File: config.mk
export PLATFORM = sky130hd
export DESIGN_NAME = sorted_timeout_queue
export DESIGN_NICKNAME = d
export VERILOG_FILES = /design/src/sv/stq_pkg.sv /design/src/sv/sorted_timeout_queue.sv
export SDC_FILE = /design/constraint.sdc
export NUM_CORES = 1
export LEC_CHECK = 0
export BUFFER_PORTS_ARGS = -buffer_cell sky130_fd_sc_hd__clkbuf_2
export CORE_ASPECT_RATIO = 0.5
export CORE_MARGIN = 2
export CORE_UTILIZATION = 45
export CTS_BUF_LIST = sky130_fd_sc_hd__clkbuf_4
export DETAILED_ROUTE_END_ITERATION = 6
export PLACE_DENSITY = 0.62
export REMOVE_ABC_BUFFERS = 1
export SLEW_MARGIN = 20
export SYNTH_ARGS = -nofsm -noshare
export SYNTH_HDL_FRONTEND = slang
export SYNTH_SLANG_ARGS = --single-unit
File: constraint.sdc
create_clock -name clk -period 10.65 [get_ports clk]
set_input_delay 0 -clock clk [delete_from_list [all_inputs] [get_ports clk]]
set_output_delay 0 -clock clk [all_outputs]
set_load 0.1 [all_outputs]
File: src/sv/stq_pkg.sv
// Shared types, codes and helpers for the sorted timeout queue.
// No dependencies.
package stq_pkg;

	localparam int OP_W      = 2;
	localparam int STAT_W    = 2;
	localparam int ID_W      = 8;
	localparam int TICK_W    = 32;
	localparam int S_TDATA_W = 72;  // id + delay + now, padded to bytes
	localparam int M_TDATA_W = 40;  // id + sleep

	localparam int MAX_RESULTS = 16;
	localparam int NR_W        = $clog2(MAX_RESULTS + 1);

	localparam logic [TICK_W-1:0] HALF_RANGE = 32'h7fff_ffff;

	localparam logic [OP_W-1:0] OP_ARM    = 2'd0;
	localparam logic [OP_W-1:0] OP_CANCEL = 2'd1;
	localparam logic [OP_W-1:0] OP_CHECK  = 2'd2;
	localparam logic [OP_W-1:0] OP_QUERY  = 2'd3;

	localparam logic [STAT_W-1:0] STAT_DONE    = 2'd0;
	localparam logic [STAT_W-1:0] STAT_FULL    = 2'd1;
	localparam logic [STAT_W-1:0] STAT_EXPIRED = 2'd2;
	localparam logic [STAT_W-1:0] STAT_NONE    = 2'd3;

	typedef logic [TICK_W-1:0] tick_t;

	// a strictly earlier than b, modulo 2^32
	function automatic logic stq_before(input tick_t a, input tick_t b);
		tick_t d;
		d = a - b;
		return d > HALF_RANGE;
	endfunction

endpackage

File: src/sv/sorted_timeout_queue.sv
// Sorted timeout queue: deadline-ordered timer table in a ring memory.
// Depends on stq_pkg.
// Requests enter on s_axis_* (tuser = opcode, tdata = id, delay, now) and
// results leave on m_axis_* (tuser = status, tdata = id, sleep, tlast on the
// final result of a request). One request is worked at a time; s_axis_tready
// is high only while the sequencer is idle.
// Entries sit in a ring memory (deadline + id) addressed from a head pointer,
// with registered read data. Every walk streams one entry per cycle through
// the single read port, with the write port trailing the read port.
// Steps per request:
//   arm    : id scan + close-up, then slot scan + open-up and the insert;
//            an arm dropped on a full table skips slot scan and insert.
//   cancel : id scan + close-up, then the result.
//   check  : head read, then pop, per expired entry, then the result.
//   query  : head read, then the result; only the result on an empty table.
// Popping only moves the head pointer, so check never shifts the memory.
// Results go through a one-deep output register; a new request can be taken
// while the last result of the previous one still waits. When the receiver
// stalls, the sequencer holds in place until the output register frees.
// Reset clears count, head and any pending result; memory contents stay.
module sorted_timeout_queue
	import stq_pkg::*;
#(
	parameter int MAX_TIMERS = 16,
	parameter int ID_BITS    = 8
) (
	input  logic                 clk,
	input  logic                 arst_n,
	input  logic                 s_axis_tvalid,
	output logic                 s_axis_tready,
	// [7:0] timer_id, [39:8] delay_ticks, [71:40] now_ticks
	input  logic [S_TDATA_W-1:0] s_axis_tdata,
	// [1:0] opcode
	input  logic [OP_W-1:0]      s_axis_tuser,
	output logic                 m_axis_tvalid,
	input  logic                 m_axis_tready,
	// [7:0] expired_id, [39:8] sleep_ticks
	output logic [M_TDATA_W-1:0] m_axis_tdata,
	// [1:0] status
	output logic [STAT_W-1:0]    m_axis_tuser,
	output logic                 m_axis_tlast
);

	localparam int AW = (MAX_TIMERS > 1) ? $clog2(MAX_TIMERS) : 1;
	localparam int CW = $clog2(MAX_TIMERS + 1);
	localparam int IW = (ID_BITS < ID_W) ? ID_BITS : ID_W;
	localparam logic [CW-1:0] CNT_MAX = CW'(MAX_TIMERS);

	localparam logic [3:0] S_IDLE   = 4'd0;
	localparam logic [3:0] S_FIND   = 4'd1;   // look for matching id
	localparam logic [3:0] S_SHDN   = 4'd2;   // close the gap
	localparam logic [3:0] S_ARMCHK = 4'd3;
	localparam logic [3:0] S_POS    = 4'd4;   // find insert slot
	localparam logic [3:0] S_SHUP   = 4'd5;   // open a gap
	localparam logic [3:0] S_INS    = 4'd6;
	localparam logic [3:0] S_CHKRD  = 4'd7;
	localparam logic [3:0] S_CHKEV  = 4'd8;
	localparam logic [3:0] S_QRYRD  = 4'd9;
	localparam logic [3:0] S_QRYEV  = 4'd10;
	localparam logic [3:0] S_RESP   = 4'd11;

	// logical index -> physical ring address
	function automatic logic [AW-1:0] phys(input logic [AW-1:0] h,
	                                       input logic [CW-1:0] li);
		logic [CW:0] s;
		s = (CW+1)'(h) + (CW+1)'(li);
		if (s >= (CW+1)'(MAX_TIMERS))
			s = s - (CW+1)'(MAX_TIMERS);
		return AW'(s);
	endfunction

	// table memory
	tick_t         mem_dl [MAX_TIMERS];
	logic [IW-1:0] mem_id [MAX_TIMERS];
	tick_t         rd_dl_q;
	logic [IW-1:0] rd_id_q;

	logic          rd_en, wr_en;
	logic [CW-1:0] rd_li, wr_li;
	tick_t         wr_dl;
	logic [IW-1:0] wr_id;

	// control state
	logic [3:0]    state_q, state_d;
	logic [CW-1:0] count_q, count_d;
	logic [AW-1:0] head_q, head_d;
	logic [CW-1:0] idx_q, idx_d;
	logic          v_s1, v_d;
	logic [CW-1:0] lidx_s1, lidx_d;
	logic [CW-1:0] pos_q, pos_d;
	logic [NR_W-1:0] n_q, n_d;
	logic          pend_v_q, pend_v_d;
	logic [IW-1:0] pend_id_q, pend_id_d;

	// request payload
	logic [OP_W-1:0] op_q, op_d;
	logic [IW-1:0]   id_q, id_d;
	tick_t           dl_q, dl_d;
	tick_t           now_q, now_d;
	logic [STAT_W-1:0] res_status_q, res_status_d;
	tick_t           res_sleep_q, res_sleep_d;

	// output register
	logic              out_valid_q;
	logic [STAT_W-1:0] out_status_q;
	logic [ID_W-1:0]   out_id_q;
	tick_t             out_sleep_q;
	logic              out_last_q;

	logic              out_free, out_load, out_last;
	logic [STAT_W-1:0] out_status;
	logic [ID_W-1:0]   out_id;
	tick_t             out_sleep;

	logic match, last_rd, due;

	assign out_free      = !out_valid_q || m_axis_tready;
	assign s_axis_tready = (state_q == S_IDLE);
	assign m_axis_tvalid = out_valid_q;
	assign m_axis_tdata  = {out_sleep_q, out_id_q};
	assign m_axis_tuser  = out_status_q;
	assign m_axis_tlast  = out_last_q;

	assign match   = v_s1 && (rd_id_q == id_q);
	assign last_rd = v_s1 && (lidx_s1 == count_q - CW'(1));
	assign due     = !stq_before(now_q, rd_dl_q);

	always_comb begin
		state_d      = state_q;
		count_d      = count_q;
		head_d       = head_q;
		idx_d        = idx_q;
		v_d          = v_s1;
		lidx_d       = lidx_s1;
		pos_d        = pos_q;
		n_d          = n_q;
		pend_v_d     = pend_v_q;
		pend_id_d    = pend_id_q;
		op_d         = op_q;
		id_d         = id_q;
		dl_d         = dl_q;
		now_d        = now_q;
		res_status_d = res_status_q;
		res_sleep_d  = res_sleep_q;
		rd_en        = 1'b0;
		rd_li        = '0;
		wr_en        = 1'b0;
		wr_li        = '0;
		wr_dl        = dl_q;
		wr_id        = id_q;
		out_load     = 1'b0;
		out_status   = STAT_DONE;
		out_id       = '0;
		out_sleep    = '0;
		out_last     = 1'b1;

		unique case (state_q)
			S_IDLE: begin
				if (s_axis_tvalid) begin
					op_d         = s_axis_tuser;
					id_d         = s_axis_tdata[IW-1:0];
					now_d        = s_axis_tdata[71:40];
					dl_d         = s_axis_tdata[71:40] + s_axis_tdata[39:8];
					idx_d        = '0;
					v_d          = 1'b0;
					n_d          = '0;
					pend_v_d     = 1'b0;
					res_status_d = STAT_DONE;
					res_sleep_d  = '0;
					unique case (s_axis_tuser)
						OP_ARM, OP_CANCEL: state_d = S_FIND;
						OP_CHECK:          state_d = S_CHKRD;
						OP_QUERY: begin
							if (count_q == '0) begin
								res_sleep_d = '1;
								state_d     = S_RESP;
							end else begin
								state_d = S_QRYRD;
							end
						end
					endcase
				end
			end
			S_FIND: begin
				priority if (count_q == '0 || (last_rd && !match)) begin
					v_d     = 1'b0;
					state_d = (op_q == OP_ARM) ? S_ARMCHK : S_RESP;
				end else if (match) begin
					v_d     = 1'b0;
					idx_d   = lidx_s1 + CW'(1);
					state_d = S_SHDN;
				end else if (idx_q < count_q) begin
					rd_en  = 1'b1;
					rd_li  = idx_q;
					lidx_d = idx_q;
					idx_d  = idx_q + CW'(1);
					v_d    = 1'b1;
				end else begin
					v_d = 1'b0;
				end
			end
			S_SHDN: begin
				// entry i+1 moves down to i
				if (v_s1) begin
					wr_en = 1'b1;
					wr_li = lidx_s1 - CW'(1);
					wr_dl = rd_dl_q;
					wr_id = rd_id_q;
				end
				if (idx_q < count_q) begin
					rd_en  = 1'b1;
					rd_li  = idx_q;
					lidx_d = idx_q;
					idx_d  = idx_q + CW'(1);
					v_d    = 1'b1;
				end else begin
					v_d = 1'b0;
				end
				if (!v_s1 && idx_q >= count_q) begin
					count_d = count_q - CW'(1);
					state_d = (op_q == OP_ARM) ? S_ARMCHK : S_RESP;
				end
			end
			S_ARMCHK: begin
				priority if (count_q >= CNT_MAX) begin
					res_status_d = STAT_FULL;
					state_d      = S_RESP;
				end else if (count_q == '0) begin
					pos_d   = '0;
					state_d = S_INS;
				end else begin
					idx_d   = '0;
					v_d     = 1'b0;
					state_d = S_POS;
				end
			end
			S_POS: begin
				// insert ahead of the first strictly later deadline
				priority if (v_s1 && stq_before(dl_q, rd_dl_q)) begin
					pos_d   = lidx_s1;
					v_d     = 1'b0;
					idx_d   = count_q;
					state_d = S_SHUP;
				end else if (last_rd) begin
					pos_d   = count_q;
					v_d     = 1'b0;
					idx_d   = count_q;
					state_d = S_SHUP;
				end else if (idx_q < count_q) begin
					rd_en  = 1'b1;
					rd_li  = idx_q;
					lidx_d = idx_q;
					idx_d  = idx_q + CW'(1);
					v_d    = 1'b1;
				end else begin
					v_d = 1'b0;
				end
			end
			S_SHUP: begin
				// entry i-1 moves up to i, walking down from the tail
				if (v_s1) begin
					wr_en = 1'b1;
					wr_li = lidx_s1 + CW'(1);
					wr_dl = rd_dl_q;
					wr_id = rd_id_q;
				end
				if (idx_q > pos_q) begin
					rd_en  = 1'b1;
					rd_li  = idx_q - CW'(1);
					lidx_d = idx_q - CW'(1);
					idx_d  = idx_q - CW'(1);
					v_d    = 1'b1;
				end else begin
					v_d = 1'b0;
				end
				if (!v_s1 && idx_q <= pos_q)
					state_d = S_INS;
			end
			S_INS: begin
				wr_en   = 1'b1;
				wr_li   = pos_q;
				count_d = count_q + CW'(1);
				state_d = S_RESP;
			end
			S_CHKRD: begin
				if (n_q == NR_W'(MAX_RESULTS) || count_q == '0) begin
					if (out_free) begin
						out_load   = 1'b1;
						out_status = pend_v_q ? STAT_EXPIRED : STAT_NONE;
						out_id     = pend_v_q ? ID_W'(pend_id_q) : '0;
						state_d    = S_IDLE;
					end
				end else begin
					rd_en   = 1'b1;
					rd_li   = '0;
					state_d = S_CHKEV;
				end
			end
			S_CHKEV: begin
				// one expiry is held back until we know whether it is the last
				if (due) begin
					if (!pend_v_q || out_free) begin
						if (pend_v_q) begin
							out_load   = 1'b1;
							out_status = STAT_EXPIRED;
							out_id     = ID_W'(pend_id_q);
							out_last   = 1'b0;
						end
						pend_v_d  = 1'b1;
						pend_id_d = rd_id_q;
						head_d    = (head_q == AW'(MAX_TIMERS - 1)) ? '0
						            : head_q + AW'(1);
						count_d   = count_q - CW'(1);
						n_d       = n_q + NR_W'(1);
						state_d   = S_CHKRD;
					end
				end else if (out_free) begin
					out_load   = 1'b1;
					out_status = pend_v_q ? STAT_EXPIRED : STAT_NONE;
					out_id     = pend_v_q ? ID_W'(pend_id_q) : '0;
					state_d    = S_IDLE;
				end
			end
			S_QRYRD: begin
				rd_en   = 1'b1;
				rd_li   = '0;
				state_d = S_QRYEV;
			end
			S_QRYEV: begin
				res_sleep_d = stq_before(rd_dl_q, now_q) ? '0 : rd_dl_q - now_q;
				state_d     = S_RESP;
			end
			S_RESP: begin
				if (out_free) begin
					out_load   = 1'b1;
					out_status = res_status_q;
					out_sleep  = res_sleep_q;
					state_d    = S_IDLE;
				end
			end
			default: state_d = S_IDLE;
		endcase
	end

	// table memory: one write and one registered read per cycle
	always_ff @(posedge clk) begin
		if (wr_en) begin
			mem_dl[phys(head_q, wr_li)] <= wr_dl;
			mem_id[phys(head_q, wr_li)] <= wr_id;
		end
		if (rd_en) begin
			rd_dl_q <= mem_dl[phys(head_q, rd_li)];
			rd_id_q <= mem_id[phys(head_q, rd_li)];
		end
	end

	always_ff @(posedge clk or negedge arst_n) begin
		if (!arst_n) begin
			state_q     <= S_IDLE;
			count_q     <= '0;
			head_q      <= '0;
			v_s1        <= 1'b0;
			pend_v_q    <= 1'b0;
			idx_q       <= '0;
			n_q         <= '0;
			out_valid_q <= 1'b0;
		end else begin
			state_q  <= state_d;
			count_q  <= count_d;
			head_q   <= head_d;
			v_s1     <= v_d;
			pend_v_q <= pend_v_d;
			idx_q    <= idx_d;
			n_q      <= n_d;
			if (out_load)
				out_valid_q <= 1'b1;
			else if (m_axis_tready)
				out_valid_q <= 1'b0;
		end
	end

	always_ff @(posedge clk) begin
		lidx_s1      <= lidx_d;
		pos_q        <= pos_d;
		pend_id_q    <= pend_id_d;
		op_q         <= op_d;
		id_q         <= id_d;
		dl_q         <= dl_d;
		now_q        <= now_d;
		res_status_q <= res_status_d;
		res_sleep_q  <= res_sleep_d;
		if (out_load) begin
			out_status_q <= out_status;
			out_id_q     <= out_id;
			out_sleep_q  <= out_sleep;
			out_last_q   <= out_last;
		end
	end

endmodule

==> run metrics <==
slowest stage cell, crit path fa_4; RSZ-0062 raised after global routing no; Final setup viols 0; Peak Freq about 0.13 GHz; Clock Skews around 0.087 ns; PostCTS Resize Cnt 0; Setup TNS Final 0 ns; Peak VDD IR 0.000256 V; most common flop cell mapped by yosys edfxtp_1; M3 GR Usage 4.27%; Avg Synthesized Cell Area roughly 15 um^2; Post-CTS Hold Fix Bufs ~180; Hold Vio Cnt, Final 0; CP Data Arrival Time 8.46 ns; Initial Util a little under half; dpl hpwl slightly above 60 mm; top-area cell type share of the netlist area about 63%; number of synthesized flops with an enable pin approximately 850; cell taking the most area after synthesis edfxtp_1; share of post-route cells with drive strength above 1 around 24%; largest cells by area after synthesis edfxtp_1 (63%), mux4_2 (8.9%), ha_1 (4.7%); Most common cell on crit path a21oi_1; num rows 77; Critical Path Source Type flop; clock buffer depth 3; worst path cell trace inv_1, ha_1, a21oi_1, a21oi_1, o41ai_1, a311oi_1, or4_4, and2_1, a221oi_4, o32ai_1, fa_4, buf_12, mux4_2, mux2i_1, a21oi_1, o22ai_1, a221oi_2; Hold Crit Class input pin to flop; nets around 3400; Tightest Pin Transition between 1 and 1.5 ns; Synth Register Bits 874; first-pass GRT wire length 165 mm; Layout Cells excl Fill 4469; placed cell areas ~43000 um^2; Yosys cell types 70; delay-heaviest family, CP compound AO/OA/AOI/OAI gates; CTS clock-pin slew for the worst setup and hold paths about 0.070 ns; Final Critical Period about 7.7 ns; Routed wire per std cell about 25 um; relative slew slack a little under a quarter; IO Count around 120; worst slack at placement just over 3 ns; max-slew violations 0; GRT Overall Usage between 20% and 30%; Die Y 216 um; area grow syn2layout 16.7%; Hold WS about 0.13 ns; worst setup path class flop to flop; gr busiest metal met2; Routability Congestion 0.935; number of fill cells 7276; post-route cell area between 40000 and 50000 um^2; H-tree levels 4; Setup WS post-layout approximately 3.0 ns; Die W between 400 and 500 um; Mapped Area roughly 41000 um^2; Worst Path Required between 10 and 15 ns; drt initial violations roughly 2800; clk sinks about 870; Core Util, Final 53.3%; initial antenna violation count 4; Final period util 71.9%; DR vias/cell just under 6; Post-Syn Instances 2682; Post-Place Cells 3944; CTS buffer count between 150 and 200; Routed Antenna Nets 0; routing usage on met2 a little under two fifths; CP max stage delay around 1.4 ns; Crit. End Element flop; port bufs roughly 120; drt total wl about 110 mm; largest net degree at the start of global routing 117; Pleak approximately 17 nW; vias in the first global route between 20000 and 30000; TritonRoute pass-1 iters 5; max-cap viol count 0; Design Power 14.4 mW; residual DRC count 0; status complete, no violations; Post-synth ARST share between 2 and 3%; Crit Path Max Fanout ~120; DR vias 26000; CTS tree built; Critical path buffers and inverters 2; Skew-Pair Late Insertion Delay 1.11 ns; area of the core between 80000 and 90000 um^2; CTS root buf clkbuf_4; sequential share of the synthesized area around 64%; total gr overflow 0; Post-CTS Setup Bufs 0; pwr dens 303 nW/um^2; met1 usage in global routing around 33%; die footprint approximately 93000 um^2; synth warn 0
cells by family after synthesis:
group / Yosys count / synth area share (%)
compound gates: 540 / 8.98
fa+ha+maj: 156 / 4.88
buf+inv: 278 / 2.64
flops: 874 / 64.3
xor+xnor: 98 / 2.11
mux: 265 / 11.6
simple gates: 471 / 5.48
placed cells by master, fill, tap and decap left out, types with 16 or more instances in the layout:
cell | Yosys | routed
o21ai_0 | 117 | 116
clkbuf_2 | 0 | 122
edfxtp_1 | 848 | 848
nor2_1 | 163 | 147
clkbuf_4 | 0 | 282
ha_1 | 152 | 151
nand3_1 | 40 | 39
clkinv_1 | 0 | 43
inv_1 | 161 | 160
a21o_1 | 48 | 47
o22ai_1 | 47 | 47
dfrtp_1 | 26 | 26
nand2_1 | 112 | 111
and2_1 | 44 | 44
a21oi_1 | 171 | 170
a221oi_2 | 40 | 40
xnor2_1 | 70 | 68
mux2_2 | 59 | 59
nor3_1 | 24 | 23
nor2_4 | 0 | 16
buf_4 | 3 | 70
mux4_2 | 160 | 160
mux2i_1 | 46 | 44
dlygate4sd3_1 | 0 | 180
xor2_1 | 28 | 27
synthesized netlist by cell type (46+ instances only):
cell type	instances
ha_1	152
o21ai_0	117
inv_1	161
mux4_2	160
clkbuf_1	95
o22ai_1	47
nand2_1	112
a21o_1	48
mux2i_1	46
edfxtp_1	848
a21oi_1	171
mux2_2	59
nor2_1	163
xnor2_1	70
per-layer routing:
metal	vias to the layer above	share of wire (%)	routed length, um
li1	11500	-	-
met1	13200	42	46900
met2	1140	47	52500
met5	-	0.0063	7
met3	204	7.8	8770
met4	2	3.2	3520
registers in the layout, summed over array words and instances, names as in the netlist, 32 cells and up:
| register | flops |
|---|---|
| rd_dl_q | 32 |
| out_sleep_q | 32 |
| res_sleep_q | 32 |
| mem_dl | 512 |
| mem_id | 128 |
| now_q | 32 |
| dl_q | 32 |
worst reg2reg max path, cell delays in order, from the launching register on:
cell and delay [ns]:
edfxtp_1 0.42, inv_1 0.11, ha_1 0.25, a21oi_1 0.25, a21oi_1 0.12, o41ai_1 0.54, a311oi_1 0.40, or4_4 0.59
and2_1 0.33, a221oi_4 0.55, o32ai_1 0.25, fa_4 1.40, buf_12 0.53, mux4_2 0.69, mux2i_1 0.47, a21oi_1 0.14
o22ai_1 0.25, a221oi_2 0.06
final timing paths:
path                                       from                     end  slack [ns]  cells past startpoint
hold / removal                 s_axis_tdata[67]      dl_q[27]$_DFFE_PP_        0.13                      4
setup reg to reg           rd_dl_q[2]$_DFFE_PP_   rd_dl_q[15]$_DFFE_PP_        2.99                     17
max in group asynchronous                arst_n      n_q[1]$_DFFE_PN0P_        9.96                      5
min in group asynchronous                arst_n    idx_q[3]$_DFFE_PN0P_        0.47                      5
setup / recovery           rd_dl_q[2]$_DFFE_PP_   rd_dl_q[15]$_DFFE_PP_        2.99                     17
hold reg to reg            rd_id_q[1]$_DFFE_PP_  pend_id_q[1]$_DFFE_PP_        0.51                      0
layout make-up:
class	instances	area [um^2]	share of cell area (%)
inverters	161	606	1.28
well taps	1185	1480	3.13
diodes	2	5.00	0.0106
multi-input cells	1530	13700	28.9
clock inverters	60	392	0.826
repair buffers	375	3000	6.32
flip-flops and latches	874	26100	55.1
clock buffers	282	2120	4.47
power by group:
part	switching, mW	internal (mW)
clock network	1.33	1.32
logic	4.04	2.74
registers	0.318	4.62
Note: power is estimated with default switching activity, not from simulation.
